--- src/rtl/afr_pkg.sv ---
// ----------------------------------------------------------------------------
// afr_pkg: shared types and constants of the frame responder
// Verdict codes, configuration register indexes and reset values, the
// configuration bundle and the descriptor that passes from front to back.
// ----------------------------------------------------------------------------
package afr_pkg;

    // verdict codes on the result channel
    localparam logic [1:0] VERD_DROP  = 2'd0;
    localparam logic [1:0] VERD_XMIT  = 2'd1;
    localparam logic [1:0] VERD_ABORT = 2'd2;

    // configuration port
    localparam int CFG_IDX_W  = 3;
    localparam int CFG_DATA_W = 16;

    localparam logic [CFG_IDX_W-1:0] CFG_ETHERTYPE    = 3'd0;
    localparam logic [CFG_IDX_W-1:0] CFG_PACKET_LIMIT = 3'd1;
    localparam logic [CFG_IDX_W-1:0] CFG_ARRAY_TAG    = 3'd2;
    localparam logic [CFG_IDX_W-1:0] CFG_POSINT_TAG   = 3'd3;
    localparam logic [CFG_IDX_W-1:0] CFG_OCTETS_TAG   = 3'd4;
    localparam logic [CFG_IDX_W-1:0] CFG_NULL_TAG     = 3'd5;
    localparam logic [CFG_IDX_W-1:0] CFG_SMALL_ZERO   = 3'd6;

    // register values after reset
    localparam logic [15:0] RST_ETHERTYPE    = 16'hda1e;
    localparam logic [15:0] RST_PACKET_LIMIT = 16'd13;
    localparam logic [7:0]  RST_ARRAY_TAG    = 8'd6;
    localparam logic [7:0]  RST_POSINT_TAG   = 8'd16;
    localparam logic [7:0]  RST_OCTETS_TAG   = 8'd8;
    localparam logic [7:0]  RST_NULL_TAG     = 8'd0;
    localparam logic [7:0]  RST_SMALL_ZERO   = 8'd128;

    typedef struct packed {
        logic [15:0] ethertype;
        logic [15:0] packet_limit;
        logic [7:0]  array_tag;
        logic [7:0]  posint_tag;
        logic [7:0]  octets_tag;
        logic [7:0]  null_tag;
        logic [7:0]  small_zero;
    } t_cfg;

    // one received frame, waiting in the queue for the back end
    typedef struct packed {
        logic        bank;         // frame memory bank holding the bytes
        logic        short_frame;  // length below the minimum frame
        logic        have_out;     // outbound word present and not all ones
        logic [63:0] outb;         // outbound word
    } t_frame_desc;

endpackage

--- src/rtl/afr_frame_ram.sv ---
// ----------------------------------------------------------------------------
// afr_frame_ram: frame byte memory
// One write port and one read port with registered read data. The read
// data register holds its value while no read is issued.
// ----------------------------------------------------------------------------
module afr_frame_ram #(
    parameter int AW = 7
) (
    input  logic          i_clk,
    input  logic          i_wr_en,
    input  logic [AW-1:0] i_wr_addr,
    input  logic [7:0]    i_wr_data,
    input  logic          i_rd_en,
    input  logic [AW-1:0] i_rd_addr,
    output logic [7:0]    o_rd_data
);

    logic [7:0] r_mem [2**AW];

    // write port
    always_ff @(posedge i_clk) begin
        if (i_wr_en) begin
            r_mem[i_wr_addr] <= i_wr_data;
        end
    end

    // read port
    always_ff @(posedge i_clk) begin
        if (i_rd_en) begin
            o_rd_data <= r_mem[i_rd_addr];
        end
    end

endmodule

--- src/rtl/afr_front.sv ---
// ----------------------------------------------------------------------------
// afr_front: receive side of the frame responder
// Accepts frame bytes into the current memory bank, counts the length and
// on the last byte hands a descriptor to the queue and flips banks.
// ----------------------------------------------------------------------------
module afr_front #(
    parameter  int FRAME_BYTES = 64,
    parameter  int MIN_FRAME   = 60,
    localparam int PW          = $clog2(FRAME_BYTES),
    localparam int AW          = PW + 1
) (
    input  logic                 i_clk,
    input  logic                 i_rst_n,
    input  logic                 i_in_valid,
    output logic                 o_in_ready,
    input  logic [7:0]           i_frame_byte,
    input  logic                 i_frame_last,
    input  logic                 i_outbound_present,
    input  logic [63:0]          i_outbound_value,
    input  logic                 i_q_full,
    output logic                 o_q_push,
    output afr_pkg::t_frame_desc o_q_desc,
    output logic                 o_wr_en,
    output logic [AW-1:0]        o_wr_addr,
    output logic [7:0]           o_wr_data
);

    import afr_pkg::*;

    localparam int              POSW    = $clog2(FRAME_BYTES + 1);
    localparam logic [POSW-1:0] POS_END = POSW'(FRAME_BYTES);
    localparam logic [POSW:0]   LEN_MIN = (POSW + 1)'(MIN_FRAME);

    logic [POSW-1:0] r_pos, n_pos;
    logic            r_bank, n_bank;
    logic [POSW-1:0] len_now;
    logic            accept;
    logic            in_range;

    // a free bank exists whenever the queue has room
    assign o_in_ready = !i_q_full;
    assign accept     = i_in_valid && !i_q_full;
    assign in_range   = r_pos < POS_END;
    assign len_now    = in_range ? r_pos + 1'b1 : r_pos;

    // bytes past the bank size are dropped
    assign o_wr_en   = accept && in_range;
    assign o_wr_addr = {r_bank, r_pos[PW-1:0]};
    assign o_wr_data = i_frame_byte;

    // descriptor on the last beat
    assign o_q_push = accept && i_frame_last;
    always_comb begin
        o_q_desc.bank        = r_bank;
        o_q_desc.short_frame = {1'b0, len_now} < LEN_MIN;
        o_q_desc.have_out    = i_outbound_present && (i_outbound_value != '1);
        o_q_desc.outb        = i_outbound_value;
    end

    // position and bank
    always_comb begin
        n_pos  = r_pos;
        n_bank = r_bank;
        if (accept) begin
            if (i_frame_last) begin
                n_pos  = '0;
                n_bank = !r_bank;
            end else begin
                n_pos = len_now;
            end
        end
    end

    always_ff @(posedge i_clk) begin
        if (!i_rst_n) begin
            r_pos  <= '0;
            r_bank <= 1'b0;
        end else begin
            r_pos  <= n_pos;
            r_bank <= n_bank;
        end
    end

endmodule

--- src/rtl/afr_desc_queue.sv ---
// ----------------------------------------------------------------------------
// afr_desc_queue: two-entry descriptor queue
// One entry per frame memory bank; an entry stays until the back end has
// loaded the last beat of its frame into its output register.
// ----------------------------------------------------------------------------
module afr_desc_queue (
    input  logic                 i_clk,
    input  logic                 i_rst_n,
    input  logic                 i_push,
    input  afr_pkg::t_frame_desc i_desc,
    input  logic                 i_pop,
    output afr_pkg::t_frame_desc o_head,
    output logic                 o_full,
    output logic                 o_empty
);

    import afr_pkg::*;

    localparam logic [1:0] Q_DEPTH = 2'd2;

    t_frame_desc r_mem [2];
    logic        r_wp, n_wp;
    logic        r_rp, n_rp;
    logic [1:0]  r_cnt, n_cnt;

    assign o_head  = r_mem[r_rp];
    assign o_full  = r_cnt == Q_DEPTH;
    assign o_empty = r_cnt == 2'd0;

    // entry storage
    always_ff @(posedge i_clk) begin
        if (i_push) begin
            r_mem[r_wp] <= i_desc;
        end
    end

    // pointers and fill count
    always_comb begin
        n_wp  = i_push ? !r_wp : r_wp;
        n_rp  = i_pop  ? !r_rp : r_rp;
        n_cnt = r_cnt;
        if (i_push && !i_pop) begin
            n_cnt = r_cnt + 2'd1;
        end else if (i_pop && !i_push) begin
            n_cnt = r_cnt - 2'd1;
        end
    end

    always_ff @(posedge i_clk) begin
        if (!i_rst_n) begin
            r_wp  <= 1'b0;
            r_rp  <= 1'b0;
            r_cnt <= 2'd0;
        end else begin
            r_wp  <= n_wp;
            r_rp  <= n_rp;
            r_cnt <= n_cnt;
        end
    end

endmodule

--- src/rtl/afr_back.sv ---
// ----------------------------------------------------------------------------
// afr_back: handshake step and transmit side of the frame responder
// Reads the header bytes of the queued frame, runs one handshake step,
// keeps the message counter and streams the rewritten frame or a single
// drop/abort beat through the output register.
// ----------------------------------------------------------------------------
module afr_back #(
    parameter  int FRAME_BYTES = 64,
    parameter  int MIN_FRAME   = 60,
    localparam int PW          = $clog2(FRAME_BYTES),
    localparam int AW          = PW + 1
) (
    input  logic                 i_clk,
    input  logic                 i_rst_n,
    input  afr_pkg::t_cfg        i_cfg,
    input  logic                 i_q_empty,
    input  afr_pkg::t_frame_desc i_q_head,
    output logic                 o_q_pop,
    output logic                 o_rd_en,
    output logic [AW-1:0]        o_rd_addr,
    input  logic [7:0]           i_rd_data,
    output logic                 o_out_valid,
    input  logic                 i_out_ready,
    output logic [7:0]           o_out_byte,
    output logic                 o_out_last,
    output logic [1:0]           o_verdict,
    output logic                 o_outbound_taken
);

    import afr_pkg::*;

    localparam int KW = $clog2(MIN_FRAME);

    // byte offsets within the frame
    localparam logic [KW-1:0] K_LAST     = KW'(MIN_FRAME - 1);
    localparam logic [KW-1:0] K_MAC      = KW'(6);
    localparam logic [KW-1:0] K_HDR_LO   = KW'(12);
    localparam logic [KW-1:0] K_LEN      = KW'(15);
    localparam logic [KW-1:0] K_STATE    = KW'(16);
    localparam logic [KW-1:0] K_OTHER    = KW'(17);
    localparam logic [KW-1:0] K_CNT_LSB  = KW'(20);
    localparam logic [KW-1:0] K_CNT_MSB  = KW'(21);
    localparam logic [KW-1:0] K_BLOB     = KW'(22);
    localparam logic [KW-1:0] K_BLOB_LEN = KW'(23);
    localparam logic [KW-1:0] K_WORD_I   = KW'(24);
    localparam logic [KW-1:0] K_WORD_U   = KW'(32);
    localparam logic [KW-1:0] K_MSG_END  = KW'(40);
    localparam logic [KW-1:0] K_WORD_SZ  = KW'(8);

    // back end states
    localparam logic [2:0] ST_IDLE   = 3'd0;
    localparam logic [2:0] ST_HDR    = 3'd1;
    localparam logic [2:0] ST_WAIT   = 3'd2;
    localparam logic [2:0] ST_DECIDE = 3'd3;
    localparam logic [2:0] ST_EMIT   = 3'd4;
    localparam logic [2:0] ST_VERD   = 3'd5;

    // sources of the two transfer words
    localparam logic [1:0] WI_ONES  = 2'd0;
    localparam logic [1:0] WI_OUTB  = 2'd1;
    localparam logic [1:0] WI_STORE = 2'd2;
    localparam logic       WU_ONES  = 1'b0;
    localparam logic       WU_STORE = 1'b1;

    logic [2:0]    r_state, n_state;
    logic [KW-1:0] r_k, n_k;
    logic [KW-1:0] r_rd_k, n_rd_k;
    logic          r_rd_vld, n_rd_vld;
    logic          r_iss_done, n_iss_done;
    logic [15:0]   r_msg_cnt, n_msg_cnt;
    logic [1:0]    r_verdict, n_verdict;
    logic          r_taken, n_taken;
    logic          r_out_valid, n_out_valid;
    logic [7:0]    r_hdr [12];
    logic [3:0]    hdr_idx;

    // header fields
    logic [15:0] h_type, h_n;
    logic [7:0]  h_msg, h_len, h_state, h_other, h_cnt, h_cnt_len, h_blob, h_blob_len;

    // small integer codes
    logic [7:0] sm_0, sm_1, sm_2, sm_3, sm_4, sm_5, sm_6, sm_16, sm_24;

    // step result
    logic        hdr_good;
    logic        d_ok, d_taken, d_reload, d_abort;
    logic [7:0]  d_other, d_len, d_blob, d_blob_len;
    logic [1:0]  d_wi;
    logic        d_wu;
    logic [15:0] d_base, d_cnt;

    // streaming
    logic          slot_free, s2_adv, issue;
    logic          load_emit, load_verd;
    logic [KW-1:0] rd_ofs;
    logic [2:0]    word_byte;
    logic [7:0]    ov_byte, emit_byte;

    // MACs and transfer words trade places on the way out
    function automatic logic [KW-1:0] src_ofs(input logic [KW-1:0] k);
        if (k < K_MAC) begin
            return k + K_MAC;
        end else if (k < K_HDR_LO) begin
            return k - K_MAC;
        end else if (k >= K_WORD_I && k < K_WORD_U) begin
            return k + K_WORD_SZ;
        end else if (k >= K_WORD_U && k < K_MSG_END) begin
            return k - K_WORD_SZ;
        end else begin
            return k;
        end
    endfunction

    assign h_type     = {r_hdr[0], r_hdr[1]};
    assign h_msg      = r_hdr[2];
    assign h_len      = r_hdr[3];
    assign h_state    = r_hdr[4];
    assign h_other    = r_hdr[5];
    assign h_cnt      = r_hdr[6];
    assign h_cnt_len  = r_hdr[7];
    assign h_n        = {r_hdr[9], r_hdr[8]};
    assign h_blob     = r_hdr[10];
    assign h_blob_len = r_hdr[11];

    assign sm_0  = i_cfg.small_zero;
    assign sm_1  = i_cfg.small_zero + 8'd1;
    assign sm_2  = i_cfg.small_zero + 8'd2;
    assign sm_3  = i_cfg.small_zero + 8'd3;
    assign sm_4  = i_cfg.small_zero + 8'd4;
    assign sm_5  = i_cfg.small_zero + 8'd5;
    assign sm_6  = i_cfg.small_zero + 8'd6;
    assign sm_16 = i_cfg.small_zero + 8'd16;
    assign sm_24 = i_cfg.small_zero + 8'd24;

    assign hdr_good = (h_type == i_cfg.ethertype) && (h_msg == i_cfg.array_tag)
                   && (h_cnt == i_cfg.posint_tag) && (h_cnt_len == sm_2);

    // one handshake step; header registers hold still through the emit pass
    always_comb begin
        d_ok       = 1'b1;
        d_other    = h_other;
        d_len      = h_len;
        d_blob     = h_blob;
        d_blob_len = h_blob_len;
        d_wi       = WI_ONES;
        d_wu       = WU_ONES;
        d_taken    = 1'b0;
        d_reload   = 1'b0;
        priority if (!hdr_good) begin
            d_ok = 1'b0;
        end else if (h_len == sm_6) begin
            priority if (h_other == sm_0) begin
                d_other    = sm_1;
                d_len      = sm_6;
                d_blob     = i_cfg.null_tag;
                d_blob_len = i_cfg.null_tag;
            end else if (h_other == sm_1) begin
                d_other = sm_2;
                if (h_other < h_state) begin
                    if (i_q_head.have_out) begin
                        d_wi       = WI_OUTB;
                        d_other    = sm_3;
                        d_len      = sm_24;
                        d_blob     = i_cfg.octets_tag;
                        d_blob_len = sm_16;
                    end
                end else begin
                    d_reload = 1'b1;
                end
            end else if (h_other == sm_2) begin
                d_other = sm_1;
                if (h_other > h_state && i_q_head.have_out) begin
                    d_wi       = WI_OUTB;
                    d_other    = sm_3;
                    d_len      = sm_24;
                    d_blob     = i_cfg.octets_tag;
                    d_blob_len = sm_16;
                end
            end else begin
                d_ok = 1'b0;
            end
        end else if (h_len == sm_24 && h_blob == i_cfg.octets_tag && h_blob_len == sm_16) begin
            d_wu = WU_STORE;
            priority if (h_other == sm_3) begin
                if (h_other < h_state) begin
                    d_other    = sm_2;
                    d_len      = sm_6;
                    d_blob     = i_cfg.null_tag;
                    d_blob_len = i_cfg.null_tag;
                end else begin
                    d_other    = sm_4;
                    d_len      = sm_24;
                    d_blob     = i_cfg.octets_tag;
                    d_blob_len = sm_16;
                end
            end else if (h_other == sm_4) begin
                d_wi       = WI_STORE;
                d_other    = (h_other < h_state) ? sm_3 : sm_5;
                d_len      = sm_24;
                d_blob     = i_cfg.octets_tag;
                d_blob_len = sm_16;
            end else if (h_other == sm_5) begin
                d_other    = sm_6;
                d_len      = sm_24;
                d_blob     = i_cfg.octets_tag;
                d_blob_len = sm_16;
            end else if (h_other == sm_6) begin
                // proceed: outbound word consumed, both words cleared
                d_taken    = 1'b1;
                d_wu       = WU_ONES;
                d_other    = sm_1;
                d_len      = sm_6;
                d_blob     = i_cfg.null_tag;
                d_blob_len = i_cfg.null_tag;
            end else begin
                d_ok = 1'b0;
            end
        end else begin
            d_ok = 1'b0;
        end
    end

    // message counter: reload on init, then count and check the limit
    always_comb begin
        if (d_reload) begin
            d_base = (i_cfg.packet_limit != 16'd0) ? 16'd0 : h_n;
        end else begin
            d_base = r_msg_cnt;
        end
        d_cnt   = d_base + 16'd1;
        d_abort = (i_cfg.packet_limit != 16'd0) && (d_cnt > i_cfg.packet_limit);
    end

    // read pipeline and output slot
    assign slot_free = !r_out_valid || i_out_ready;
    assign s2_adv    = (r_state == ST_EMIT) && r_rd_vld && slot_free;
    assign issue     = (r_state == ST_EMIT) && !r_iss_done && (!r_rd_vld || slot_free);
    assign load_emit = s2_adv;
    assign load_verd = (r_state == ST_VERD) && slot_free;
    assign o_q_pop   = (load_emit && r_rd_k == K_LAST) || load_verd;

    assign rd_ofs    = (r_state == ST_HDR) ? r_k : src_ofs(r_k);
    assign o_rd_en   = (r_state == ST_HDR) || issue;
    assign o_rd_addr = {i_q_head.bank, PW'(rd_ofs)};
    assign hdr_idx   = 4'(r_rd_k - K_HDR_LO);

    // rewritten byte for the offset whose data is in the read register
    assign word_byte = r_rd_k[2:0];
    assign ov_byte   = i_q_head.outb[8*word_byte +: 8];

    always_comb begin
        emit_byte = i_rd_data;
        priority if (r_rd_k == K_LEN) begin
            emit_byte = d_len;
        end else if (r_rd_k == K_STATE) begin
            emit_byte = h_other;
        end else if (r_rd_k == K_OTHER) begin
            emit_byte = d_other;
        end else if (r_rd_k == K_CNT_LSB) begin
            emit_byte = r_msg_cnt[7:0];
        end else if (r_rd_k == K_CNT_MSB) begin
            emit_byte = r_msg_cnt[15:8];
        end else if (r_rd_k == K_BLOB) begin
            emit_byte = d_blob;
        end else if (r_rd_k == K_BLOB_LEN) begin
            emit_byte = d_blob_len;
        end else if (r_rd_k >= K_WORD_I && r_rd_k < K_WORD_U) begin
            unique case (d_wi)
                WI_ONES: emit_byte = 8'hff;
                WI_OUTB: emit_byte = ov_byte;
                default: emit_byte = i_rd_data;
            endcase
        end else if (r_rd_k >= K_WORD_U && r_rd_k < K_MSG_END) begin
            emit_byte = (d_wu == WU_STORE) ? i_rd_data : 8'hff;
        end else begin
            emit_byte = i_rd_data;
        end
    end

    // sequencer
    always_comb begin
        n_state     = r_state;
        n_k         = r_k;
        n_rd_k      = r_rd_k;
        n_rd_vld    = r_rd_vld;
        n_iss_done  = r_iss_done;
        n_msg_cnt   = r_msg_cnt;
        n_verdict   = r_verdict;
        n_taken     = r_taken;
        n_out_valid = r_out_valid;
        if (load_emit || load_verd) begin
            n_out_valid = 1'b1;
        end else if (i_out_ready) begin
            n_out_valid = 1'b0;
        end
        unique case (r_state)
            ST_IDLE: begin
                n_rd_vld = 1'b0;
                if (!i_q_empty) begin
                    if (i_q_head.short_frame) begin
                        n_verdict = VERD_DROP;
                        n_taken   = 1'b0;
                        n_state   = ST_VERD;
                    end else begin
                        n_k     = K_HDR_LO;
                        n_state = ST_HDR;
                    end
                end
            end
            ST_HDR: begin
                n_rd_vld = 1'b1;
                n_rd_k   = r_k;
                n_k      = r_k + 1'b1;
                if (r_k == K_BLOB_LEN) begin
                    n_state = ST_WAIT;
                end
            end
            ST_WAIT: begin
                n_rd_vld = 1'b0;
                n_state  = ST_DECIDE;
            end
            ST_DECIDE: begin
                if (!d_ok) begin
                    n_verdict = VERD_DROP;
                    n_taken   = 1'b0;
                    n_state   = ST_VERD;
                end else begin
                    n_msg_cnt = d_cnt;
                    n_taken   = d_taken;
                    if (d_abort) begin
                        n_verdict = VERD_ABORT;
                        n_state   = ST_VERD;
                    end else begin
                        n_verdict  = VERD_XMIT;
                        n_k        = '0;
                        n_iss_done = 1'b0;
                        n_state    = ST_EMIT;
                    end
                end
            end
            ST_EMIT: begin
                if (issue) begin
                    n_rd_vld = 1'b1;
                    n_rd_k   = r_k;
                    n_k      = r_k + 1'b1;
                    if (r_k == K_LAST) begin
                        n_iss_done = 1'b1;
                    end
                end else if (s2_adv) begin
                    n_rd_vld = 1'b0;
                end
                if (s2_adv && r_rd_k == K_LAST) begin
                    n_state = ST_IDLE;
                end
            end
            ST_VERD: begin
                if (load_verd) begin
                    n_state = ST_IDLE;
                end
            end
            default: begin
                n_state = ST_IDLE;
            end
        endcase
    end

    always_ff @(posedge i_clk) begin
        if (!i_rst_n) begin
            r_state     <= ST_IDLE;
            r_k         <= '0;
            r_rd_k      <= '0;
            r_rd_vld    <= 1'b0;
            r_iss_done  <= 1'b0;
            r_msg_cnt   <= 16'd0;
            r_verdict   <= VERD_DROP;
            r_taken     <= 1'b0;
            r_out_valid <= 1'b0;
        end else begin
            r_state     <= n_state;
            r_k         <= n_k;
            r_rd_k      <= n_rd_k;
            r_rd_vld    <= n_rd_vld;
            r_iss_done  <= n_iss_done;
            r_msg_cnt   <= n_msg_cnt;
            r_verdict   <= n_verdict;
            r_taken     <= n_taken;
            r_out_valid <= n_out_valid;
        end
    end

    // header capture
    always_ff @(posedge i_clk) begin
        if (r_rd_vld && (r_state == ST_HDR || r_state == ST_WAIT)) begin
            r_hdr[hdr_idx] <= i_rd_data;
        end
    end

    // output register payload
    always_ff @(posedge i_clk) begin
        if (load_emit) begin
            o_out_byte       <= emit_byte;
            o_out_last       <= r_rd_k == K_LAST;
            o_verdict        <= VERD_XMIT;
            o_outbound_taken <= r_taken;
        end else if (load_verd) begin
            o_out_byte       <= 8'd0;
            o_out_last       <= 1'b1;
            o_verdict        <= r_verdict;
            o_outbound_taken <= r_taken;
        end
    end

    assign o_out_valid = r_out_valid;

endmodule

--- src/rtl/ait_frame_responder.sv ---
// ----------------------------------------------------------------------------
// ait_frame_responder: frame responder for the two-party transfer handshake
// Collects a received frame, runs one handshake step and returns the
// rewritten frame with its verdict, or a single drop/abort beat.
//
//   channel  | handshake                  | beat
//   ---------+----------------------------+------------------------------------
//   input    | i_in_valid / o_in_ready    | frame byte, last flag, outbound word
//   result   | o_out_valid / i_out_ready  | byte, last flag, verdict, taken flag
//   config   | i_cfg_we                   | register index, data (16 bits)
//
// Input takes one byte per cycle while one of the two frame banks is free.
// Per frame the back end reads the header bytes from the single frame memory
// read port, runs the step and streams the rewritten frame; a short frame
// gives its drop beat. Reset clears control state, the message counter
// and the registers to their defaults; the frame memory is not cleared. A
// stalled result side stalls the back end only; input stalls once both banks
// hold frames.
// ----------------------------------------------------------------------------
module ait_frame_responder #(
    parameter int FRAME_BYTES = 64,
    parameter int MIN_FRAME   = 60
) (
    input  logic                           i_clk,
    input  logic                           i_rst_n,
    // input channel
    input  logic                           i_in_valid,
    output logic                           o_in_ready,
    input  logic [7:0]                     i_frame_byte,
    input  logic                           i_frame_last,
    input  logic                           i_outbound_present,
    input  logic [63:0]                    i_outbound_value,
    // result channel
    output logic                           o_out_valid,
    input  logic                           i_out_ready,
    output logic [7:0]                     o_out_byte,
    output logic                           o_out_last,
    output logic [1:0]                     o_verdict,
    output logic                           o_outbound_taken,
    // configuration
    input  logic                           i_cfg_we,
    input  logic [afr_pkg::CFG_IDX_W-1:0]  i_cfg_idx,
    input  logic [afr_pkg::CFG_DATA_W-1:0] i_cfg_data
);

    import afr_pkg::*;

    localparam int PW = $clog2(FRAME_BYTES);
    localparam int AW = PW + 1;

    t_cfg        r_cfg, n_cfg;
    logic        q_push, q_pop, q_full, q_empty;
    t_frame_desc q_desc, q_head;
    logic          ram_we, ram_re;
    logic [AW-1:0] ram_waddr, ram_raddr;
    logic [7:0]    ram_wdata, ram_rdata;

    // configuration registers
    always_comb begin
        n_cfg = r_cfg;
        if (i_cfg_we) begin
            unique case (i_cfg_idx)
                CFG_ETHERTYPE:    n_cfg.ethertype    = i_cfg_data;
                CFG_PACKET_LIMIT: n_cfg.packet_limit = i_cfg_data;
                CFG_ARRAY_TAG:    n_cfg.array_tag    = i_cfg_data[7:0];
                CFG_POSINT_TAG:   n_cfg.posint_tag   = i_cfg_data[7:0];
                CFG_OCTETS_TAG:   n_cfg.octets_tag   = i_cfg_data[7:0];
                CFG_NULL_TAG:     n_cfg.null_tag     = i_cfg_data[7:0];
                CFG_SMALL_ZERO:   n_cfg.small_zero   = i_cfg_data[7:0];
                default:          n_cfg = r_cfg;
            endcase
        end
    end

    always_ff @(posedge i_clk) begin
        if (!i_rst_n) begin
            r_cfg.ethertype    <= RST_ETHERTYPE;
            r_cfg.packet_limit <= RST_PACKET_LIMIT;
            r_cfg.array_tag    <= RST_ARRAY_TAG;
            r_cfg.posint_tag   <= RST_POSINT_TAG;
            r_cfg.octets_tag   <= RST_OCTETS_TAG;
            r_cfg.null_tag     <= RST_NULL_TAG;
            r_cfg.small_zero   <= RST_SMALL_ZERO;
        end else begin
            r_cfg <= n_cfg;
        end
    end

    // receive side
    afr_front #(
        .FRAME_BYTES (FRAME_BYTES),
        .MIN_FRAME   (MIN_FRAME)
    ) u_front (
        .i_clk              (i_clk),
        .i_rst_n            (i_rst_n),
        .i_in_valid         (i_in_valid),
        .o_in_ready         (o_in_ready),
        .i_frame_byte       (i_frame_byte),
        .i_frame_last       (i_frame_last),
        .i_outbound_present (i_outbound_present),
        .i_outbound_value   (i_outbound_value),
        .i_q_full           (q_full),
        .o_q_push           (q_push),
        .o_q_desc           (q_desc),
        .o_wr_en            (ram_we),
        .o_wr_addr          (ram_waddr),
        .o_wr_data          (ram_wdata)
    );

    // two-bank frame memory
    afr_frame_ram #(
        .AW (AW)
    ) u_ram (
        .i_clk     (i_clk),
        .i_wr_en   (ram_we),
        .i_wr_addr (ram_waddr),
        .i_wr_data (ram_wdata),
        .i_rd_en   (ram_re),
        .i_rd_addr (ram_raddr),
        .o_rd_data (ram_rdata)
    );

    // frames waiting for the back end
    afr_desc_queue u_queue (
        .i_clk   (i_clk),
        .i_rst_n (i_rst_n),
        .i_push  (q_push),
        .i_desc  (q_desc),
        .i_pop   (q_pop),
        .o_head  (q_head),
        .o_full  (q_full),
        .o_empty (q_empty)
    );

    // handshake step and transmit
    afr_back #(
        .FRAME_BYTES (FRAME_BYTES),
        .MIN_FRAME   (MIN_FRAME)
    ) u_back (
        .i_clk            (i_clk),
        .i_rst_n          (i_rst_n),
        .i_cfg            (r_cfg),
        .i_q_empty        (q_empty),
        .i_q_head         (q_head),
        .o_q_pop          (q_pop),
        .o_rd_en          (ram_re),
        .o_rd_addr        (ram_raddr),
        .i_rd_data        (ram_rdata),
        .o_out_valid      (o_out_valid),
        .i_out_ready      (i_out_ready),
        .o_out_byte       (o_out_byte),
        .o_out_last       (o_out_last),
        .o_verdict        (o_verdict),
        .o_outbound_taken (o_outbound_taken)
    );

`ifndef ASSERT_OFF
    // a frame is queued only when a bank is free
    a_push_room: assert property (@(posedge i_clk) disable iff (!i_rst_n)
        q_push |-> !q_full)
        else $error("descriptor pushed into a full queue");

    // the back end retires only frames that were queued
    a_pop_entry: assert property (@(posedge i_clk) disable iff (!i_rst_n)
        q_pop |-> !q_empty)
        else $error("descriptor popped from an empty queue");

    // drop and abort are single zero beats
    a_short_verdict: assert property (@(posedge i_clk) disable iff (!i_rst_n)
        (o_out_valid && o_verdict != VERD_XMIT) |-> (o_out_last && o_out_byte == 8'd0))
        else $error("drop or abort beat is not a single zero byte");

    // a retired frame leaves its last beat in the output register
    a_pop_last: assert property (@(posedge i_clk) disable iff (!i_rst_n)
        q_pop |=> (o_out_valid && o_out_last))
        else $error("frame retired without its last beat");
`endif

endmodule
--- config.mk ---
export PLATFORM = sky130hd
export DESIGN_NAME = ait_frame_responder
export DESIGN_NICKNAME = d
export VERILOG_FILES = /design/src/rtl/afr_pkg.sv /design/src/rtl/afr_frame_ram.sv /design/src/rtl/afr_front.sv /design/src/rtl/afr_desc_queue.sv /design/src/rtl/afr_back.sv /design/src/rtl/ait_frame_responder.sv
export SDC_FILE = /design/constraint.sdc
export NUM_CORES = 2
export LEC_CHECK = 0
export BUFFER_PORTS_ARGS = -buffer_cell sky130_fd_sc_hd__buf_2
export CAP_MARGIN = 20
export CELL_PAD_IN_SITES_DETAIL_PLACEMENT = 1
export CELL_PAD_IN_SITES_GLOBAL_PLACEMENT = 1
export CORE_UTILIZATION = 57
export DETAILED_ROUTE_END_ITERATION = 8
export PLACE_DENSITY = 0.93
export REMOVE_ABC_BUFFERS = 1
export SLEW_MARGIN = 20
export SYNTH_ARGS = -nofsm -noshare
export SYNTH_HDL_FRONTEND = slang
export SYNTH_SLANG_ARGS = --single-unit
export TNS_END_PERCENT = 5
--- constraint.sdc ---
create_clock -name i_clk -period 10.45 [get_ports i_clk]
set_input_delay 2.09 -clock i_clk [delete_from_list [all_inputs] [get_ports i_clk]]
set_output_delay 2.09 -clock i_clk [all_outputs]
set_load 0.005 [all_outputs]
Word-level counts from Yosys, hierarchy flattened
Memory sizes are Yosys's and may differ from the RTL's. A register that Yosys moved wholly into a read port is not among the register bits.
Cells that the tools add are included.
W data, S select, Z words.
{ "word_totals": {"output_inout_bits": 14, "latchBits": 0, "mem_count": 3, "romBits": 0, "ramBits": 1254, "ff_bits": 133, "elab_cells": 347} }
{ "mem_list": {"columns": ["memory", "words", "word_bits", "read_ports", "rd_clocked_by_memory_dff", "wr", "line_no", "source"], "rows": [
  ["u_ram.r_mem", 128, 8, 1, 1, 1, "afr_frame_ram.sv:18", "logic [7:0] r_mem [2**AW];"],
  ["u_queue.r_mem", 2, 67, 1, 1, 1, "afr_desc_queue.sv:21", "t_frame_desc r_mem [2];"],
  ["u_back.r_hdr", 12, 8, 12, 0, 1, "afr_back.sv:74", "logic [7:0] r_hdr [12];"]
]} }
{ "op_classes": {"reduce_logical": 68, "n_div": 0, "bitwise_logic": 0, "n_eq_ne": 50, "n_mux": 167, "addsub": 18, "shift": 1, "n_mul": 0, "n_lt_le_gt_ge": 15} }
{ "op_table": {"columns": ["cell", "count"], "rows": [
  ["$mux W8", 69],
  ["$eq A8 B8 Y1", 14],
  ["$mux W6", 11],
  ["$ne A64 B64 Y1 const B", 1],
  ["$shiftx A64 B7 Y8", 1],
  ["$mux W1", 54],
  ["$eq A6 B5 Y1 const B", 7],
  ["$mux W16", 2],
  ["$mux W2", 15],
  ["$add A8 B3 Y8 const B", 3],
  ["$logic_and A1 B1 Y1", 24],
  ["$lt A6 B6 Y1 const B", 4],
  ["$pmux W6 S4", 1],
  ["$reduce_and A2 Y1", 11],
  ["$mux W3", 6],
  ["$pmux W3 S6", 1],
  ["$add A16 B1 Y16 const B", 1],
  ["$add A8 B2 Y8 const B", 2],
  ["$add A8 B5 Y8 const B", 2],
  ["$eq A16 B16 Y1", 1],
  ["$gt A16 B16 Y1", 1],
  ["$pmux W8 S2", 1],
  ["$reduce_bool A16 Y1", 1],
  ["$eq A3 B3 Y1 const B", 5],
  ["44 further kinds", 81]
]} }

Logic depth before layout (Yosys ltp)
{ "logic_depth": {"depth_word": 20, "mapped_depth": 31} }

Modules after synthesis
Synthesis repeated with hierarchy kept, for this count alone.
{ "hier_totals": {"hier_cells": 3878, "area_unflattened_um2": 62227.2} }
{ "by_module_without_submodules": {"columns": ["module", "area_each_um2", "cells_each", "instances", "seq_area_each_um2"], "rows": [
  ["afr_frame_ram", 39750.6, 1635, 1, 30989.7],
  ["afr_back", 13312.8, 1586, 1, 3963.8],
  ["afr_desc_queue", 5166.2, 230, 1, 4124.0],
  ["ait_frame_responder", 2827.7, 274, 1, 1441.4],
  ["afr_front", 1169.9, 153, 1, 160.2]
]} }

Least setup slack after synthesis
OpenSTA, ideal clock, no wires.
{ "synth_path": {"kind": "register to register", "from": "register r_cfg[0] in the netlist's numbering", "to": "register u_back.r_k[4]", "setup_slack_ps": 4045, "synth_period_minus_slack_ps": 6405, "stages_incl_launch_ff": 29, "setup_ps": 70, "t_arrival_ps": 6335, "n_path_buf": 7, "path_cell_list": "dfxtp_1 -> buf_2 -> clkbuf_1 -> inv_1 -> ha_1 -> buf_1 -> xnor2_1 -> nand2_1 -> a2111oi_4 -> nand2_2 -> or4_4 -> buf_6 -> buf_2 -> clkbuf_1 -> o21ai_0 -> ha_1 -> clkbuf_1 -> nand3b_2 -> nor3_1 -> xnor2_1 -> ha_1 -> a21o_1 -> a21oi_1 -> o21ai_0 -> o31ai_1 -> a211o_2 -> nand2_1 -> or3_1 -> a21oi_1"} }
{ "synth_via": {"elab_chain_len": 12} }
{ "synth_rtl": {"columns": ["item", "line_no", "source"], "rows": [
  ["start: declaration", "ait_frame_responder.sv:51", "t_cfg r_cfg, n_cfg;"],
  ["start signal: assignment", "ait_frame_responder.sv:85", "r_cfg <= n_cfg;"],
  ["$add A8 B1 Y8", "afr_back.sv:126", "assign sm_1 = i_cfg.small_zero + 8'd1;"],
  ["$eq A8 B8 Y1", "afr_back.sv:157", "end else if (h_other == sm_1) begin"],
  ["$mux W1", "afr_back.sv:157", null],
  ["$mux W1", "afr_back.sv:152", "priority if (h_other == sm_0) begin"],
  ["$mux W1", "afr_back.sv:151", "end else if (h_len == sm_6) begin"],
  ["$mux W1 (*)", "afr_back.sv:149", "priority if (!hdr_good) begin"],
  ["$mux W16 (*)", "afr_back.sv:225", "if (d_reload) begin"],
  ["$add A16 B1 Y16 (*)", "afr_back.sv:230", "d_cnt = d_base + 16'd1;"],
  ["net u_back.d_cnt[14]", "afr_back.sv:90", "logic [15:0] d_base, d_cnt;"],
  ["$gt A16 B16 Y1 (*)", "afr_back.sv:231", "d_abort = (i_cfg.packet_limit != 16'd0) && (d_cnt > i_cfg.packet_limit);"],
  ["$logic_and A1 B1 Y1 (*)", "afr_back.sv:231", null],
  ["$ne A2 B2 Y1 (no line) (*)", null, null],
  ["$reduce_and A6 Y1 (no line) (*)", null, null],
  ["end signal: assignment", "afr_back.sv:380", "r_k <= n_k;"],
  ["end: declaration", "afr_back.sv:66", "logic [KW-1:0] r_k, n_k;"]
]} }
Mark *: on every way through the listed nets, which the timed path passes. The rest lies on a longest branch.
A chain may end at the register's enable or synchronous reset.

Final worst setup path
{ "layout_path": {"from": "register r_cfg[1] in the netlist's numbering", "to": "register u_back.r_k[4]"} }
The elaborated chain is that of the path after synthesis.

==> summary.md <==
| Metric | Value |
|---|---|
| Status | complete, but fails checks |
| Failing checks | max-capacitance violations, max-slew violations |
| CP Class | register to register |
| Power Dens Cells | 249 nW/um^2 |
| Critical Path End Type | register |
| Reg2reg path depth | 22 |
| Clk root buf | clkbuf_16 |
| Yosys top cell by area | edfxtp_1 |
| YS warnings | 0 |
| Fmax | 120 MHz |
| Synth area leaders | edfxtp_1, mux2_2, dfxtp_1 |
| Max VDD drop | 396 uV |
| Filler cells | 9805 |
| Vias per inst | 7.33 |
| Layout cell share with drive strength beyond 1 | 0.170 |
| Leakage | 21.8 nW |
| Worst setup SP type | register |
| Library cells used by synthesis | 99 |
| Final setup fails | 0 |
| Inst Count DP | 5728 |
| CTS buffer count | 142 |
| Post-route setup slack | 2.11 ns |
| Seq/Total Area, Yosys | 0.663 |
| Drt first pass iters | 6 |
| Post-DP HPWL | 135000 um |
| Core Box Area | 107000 sq um |
| Critical-path top delay cell | nor4_1 |
| First DRT Iteration DRCs | 6320 |
| Worst-path cell chain | buf_4 -> ha_1 -> nand4_1 -> xnor2_1 -> nor4_1 -> nand4_1 -> buf_4 -> or4_4 -> o21ai_0 -> ha_1 -> nand3b_2 -> nor3_1 -> xnor2_1 -> ha_1 -> a21o_1 -> a21oi_1 -> o21ai_0 -> o31ai_1 -> a211o_2 -> nand2_1 -> or3_1 -> a21oi_1 |
| WP buf/inv | 2 |
| Max Buffers Root-to-Sink | 3 |
| Port Buf Inserts | 111 |
| Top cell family by delay on the critical path | simple AND/OR/NAND/NOR gates |
| Min Tclk post-route | 8.34 ns |
| Routed len/inst | 38.3 um |
| Most used cell along the critical path | ha_1 |
| Final Max Slew Viols | 2 |
| FP Rows | 120 |
| CP Data Required Time | 11.12 ns |
| First-pass GRT wire length | 320000 um |
| Routability Congestion | 1.01 |
| Post-CTS Resized | 0 |
| # hold bufs at CTS | 0 |
| Maximum fanout along the worst path | 28 |
| GRT Total Usage | 0.411 |
| Async SR Flop Fraction | 0 |
| DR vias | 44000 |
| Initial antenna violation count | 17 |
| Crit. path cell count | 22 |
| Drt total wl | 230000 um |
| Worst Hold Class | register to register |
| Initial Utilization | 0.574 |
| Syn Std Cell Area | 61400 sq um |
| Die area | 109000 sq um |
| Clock sinks | 1396 |
| CTS tree | built |
| Tcrit/Tclk final | 0.798 |
| Layout Skew | 0.0497 ns |
| Max cap viols | 1 |
| Area growth, synth to finish | 10.9% |
| Antenna Nets Post-Route | 0 |
| DRC violations left | 0 |
| Post-CTS setup buffer count | 0 |
| Global route total overflow | 0 |
| Clock-pin slew on the worst setup and hold paths | 0.06 ns |
| Synth Register Bits | 1396 |
| Max transition margin | -0.133 |
| Top Ports | 112 |
| Clock Latency Late Sink | 0.79 ns |
| Avg Cell Area, Syn | 14.0 sq um |
| Pre-CTS setup slack | 2.66 ns |
| Hold Fails Final Rpt | 0 |
| Yosys top cell area share | 0.622 |
| Worst Max-Slew Pin Slew | 1.68 ns |
| Final cell count without fillers | 6005 |
| CP max stage delay | 0.98 ns |
| Post-Syn Instances | 4386 |
| Die span in y | 330 um |
| RSZ-0062 raised after global routing | no |
| Die Span X | 330 um |
| Post-synth EDFFs | 1272 |
| Ys flop type | edfxtp_1 |
| NumNets Final | 4615 |
| WP data arrival | 9.01 ns |
| Vias in the first global route | 44600 |
| Largest net degree at the start of global routing | 161 |
| Worst Hold Depth | 2 |
| Htree depth | 4 |
-- sequential cells by signal (all words and copies together) (netlist names), 3 cells and up, named ones only --
register	count
u_ram.o_rd_data	8
u_back.r_state	3
u_ram.r_mem	1024
u_back.r_hdr	96
u_back.r_k	6
u_back.r_msg_cnt	16
r_cfg	72
u_back.o_out_byte	8
u_back.r_rd_k	6
u_queue.r_mem	134
u_front.r_pos	7
-- worst paths after layout --
| path | to | startpoint | slack [ns] |
|---|---|---|---|
| worst max-delay path | u_back.r_k[4] | r_cfg[1] | 2.11 |
| worst min-delay path | r_cfg[35] | r_cfg[35] | 0.47 |
| worst max register to register | u_back.r_k[4] | r_cfg[1] | 2.11 |
| worst min register to register | r_cfg[35] | r_cfg[35] | 0.47 |
-- Yosys cell counts, types with 12 or more instances --
| cell type | count |
|---|---|
| a2111oi_0 | 14 |
| or3_1 | 16 |
| o21a_1 | 12 |
| a22oi_1 | 165 |
| ha_1 | 45 |
| nand2_1 | 333 |
| and3_1 | 29 |
| o22ai_1 | 109 |
| mux2_2 | 265 |
| or4_1 | 25 |
| nor4_1 | 38 |
| nand2b_1 | 12 |
| nand3_1 | 87 |
| o211ai_1 | 36 |
| mux4_2 | 56 |
| nand4_1 | 94 |
| edfxtp_1 | 1272 |
| xnor2_1 | 102 |
| nor2b_1 | 29 |
| a21o_1 | 22 |
| clkbuf_1 | 160 |
| o21ai_0 | 100 |
| inv_1 | 57 |
| buf_1 | 46 |
| buf_2 | 36 |
| a21oi_1 | 177 |
| nor3_1 | 44 |
| and2_1 | 15 |
| a211oi_1 | 36 |
| xor2_1 | 48 |
| nor2_1 | 327 |
| a31oi_1 | 20 |
| mux2i_1 | 239 |
| dfxtp_1 | 124 |
-- power by group --
group | internal (mW) | switching, mW | leakage (nW) | total [mW]
Combinational | 1.89 | 3.38 | 7.08 | 5.28
Clock | 2.81 | 2.42 | 2.24 | 5.23
Sequential | 6.27 | 0.200 | 12.5 | 6.47
-- kinds of logic (layout without fill, tap and decap cells) --
logic type | after synthesis | count (layout) | share of synthesized area
DFF | 1396 | 1396 | 0.663
and+or+nand+nor | 1099 | 1099 | 0.0849
AOI/OAI and AO/OA | 816 | 816 | 0.0895
muxes | 564 | 564 | 0.109
buffers and inverters | 307 | 511 | 0.0198
xor gates and xnor gates | 159 | 159 | 0.0248
adders and majority gates | 45 | 45 | 0.00917
other | 0 | 12 | 0
-- layout by cell type (no fill, tap or decap), types with 14 or more instances in the layout --
cell type / count
mux4_2: 56
clkinv_2: 31
nand3_1: 87
nand4_1: 94
a2111oi_0: 14
a22oi_1: 164
and2_1: 15
o21ai_0: 99
mux2i_1: 239
edfxtp_1: 1272
o211ai_1: 36
nor2_1: 318
dfxtp_1: 120
inv_1: 57
o22ai_1: 109
nor4_1: 37
mux2_2: 265
ha_1: 45
buf_4: 82
nor3_1: 42
a21o_1: 22
nand2_1: 331
nor2b_1: 25
xor2_1: 48
a211oi_1: 36
clkbuf_1: 26
buf_2: 104
and3_1: 28
or3_1: 16
clkbuf_16: 145
or4_1: 25
xnor2_1: 102
a31oi_1: 20
clkinv_1: 29
a21oi_1: 177
-- per-layer routing --
metal	track usage	wire, um
met2	0.671	109000
met3	0.0916	24400
met1	0.502	79600
met4	0.242	17100
met5	0	61
-- final cells by class --
cell class	count	area, sq um	share of cell area
Clock buffer	174	3770	0.0554
Inverter	60	225	0.00331
Antenna cell	12	30.0	0.000441
Tap cell	1403	1760	0.0258
Clock inverter	88	828	0.0122
Multi-Input combinational cell	2683	19600	0.288
Sequential cell	1396	40700	0.598
Timing Repair Buffer	189	1190	0.0175
-- worst reg2reg max path: cells and delay by family (launching register included) --
kind,cells,cell delay [ns]
buffers and inverters,2,0.58
XOR/XNOR,2,0.51
adder cells (fa/ha/maj),3,1.27
flip-flops,1,0.68
AND/OR/NAND/NOR,8,3.27
AO/OA/AOI/OAI,7,1.96
-- per-stage QoR --
step           setup TNS, ns  utilization  hold WS, ns  cell area [sq um]  total power [mW]
2_1_floorplan        -192.98            -        0.408              60400              8.99
3_3_place_gp               0        0.593        0.456              63300              11.0
3_5_place_dp               0        0.593        0.463              63400              11.3
4_1_cts                    0        0.636        0.473              67900              16.5
5_1_grt                    0        0.636        0.481              68000              17.1
6_report                   0        0.637        0.471              68000              17.0
Power figures use the tool's default switching activity.
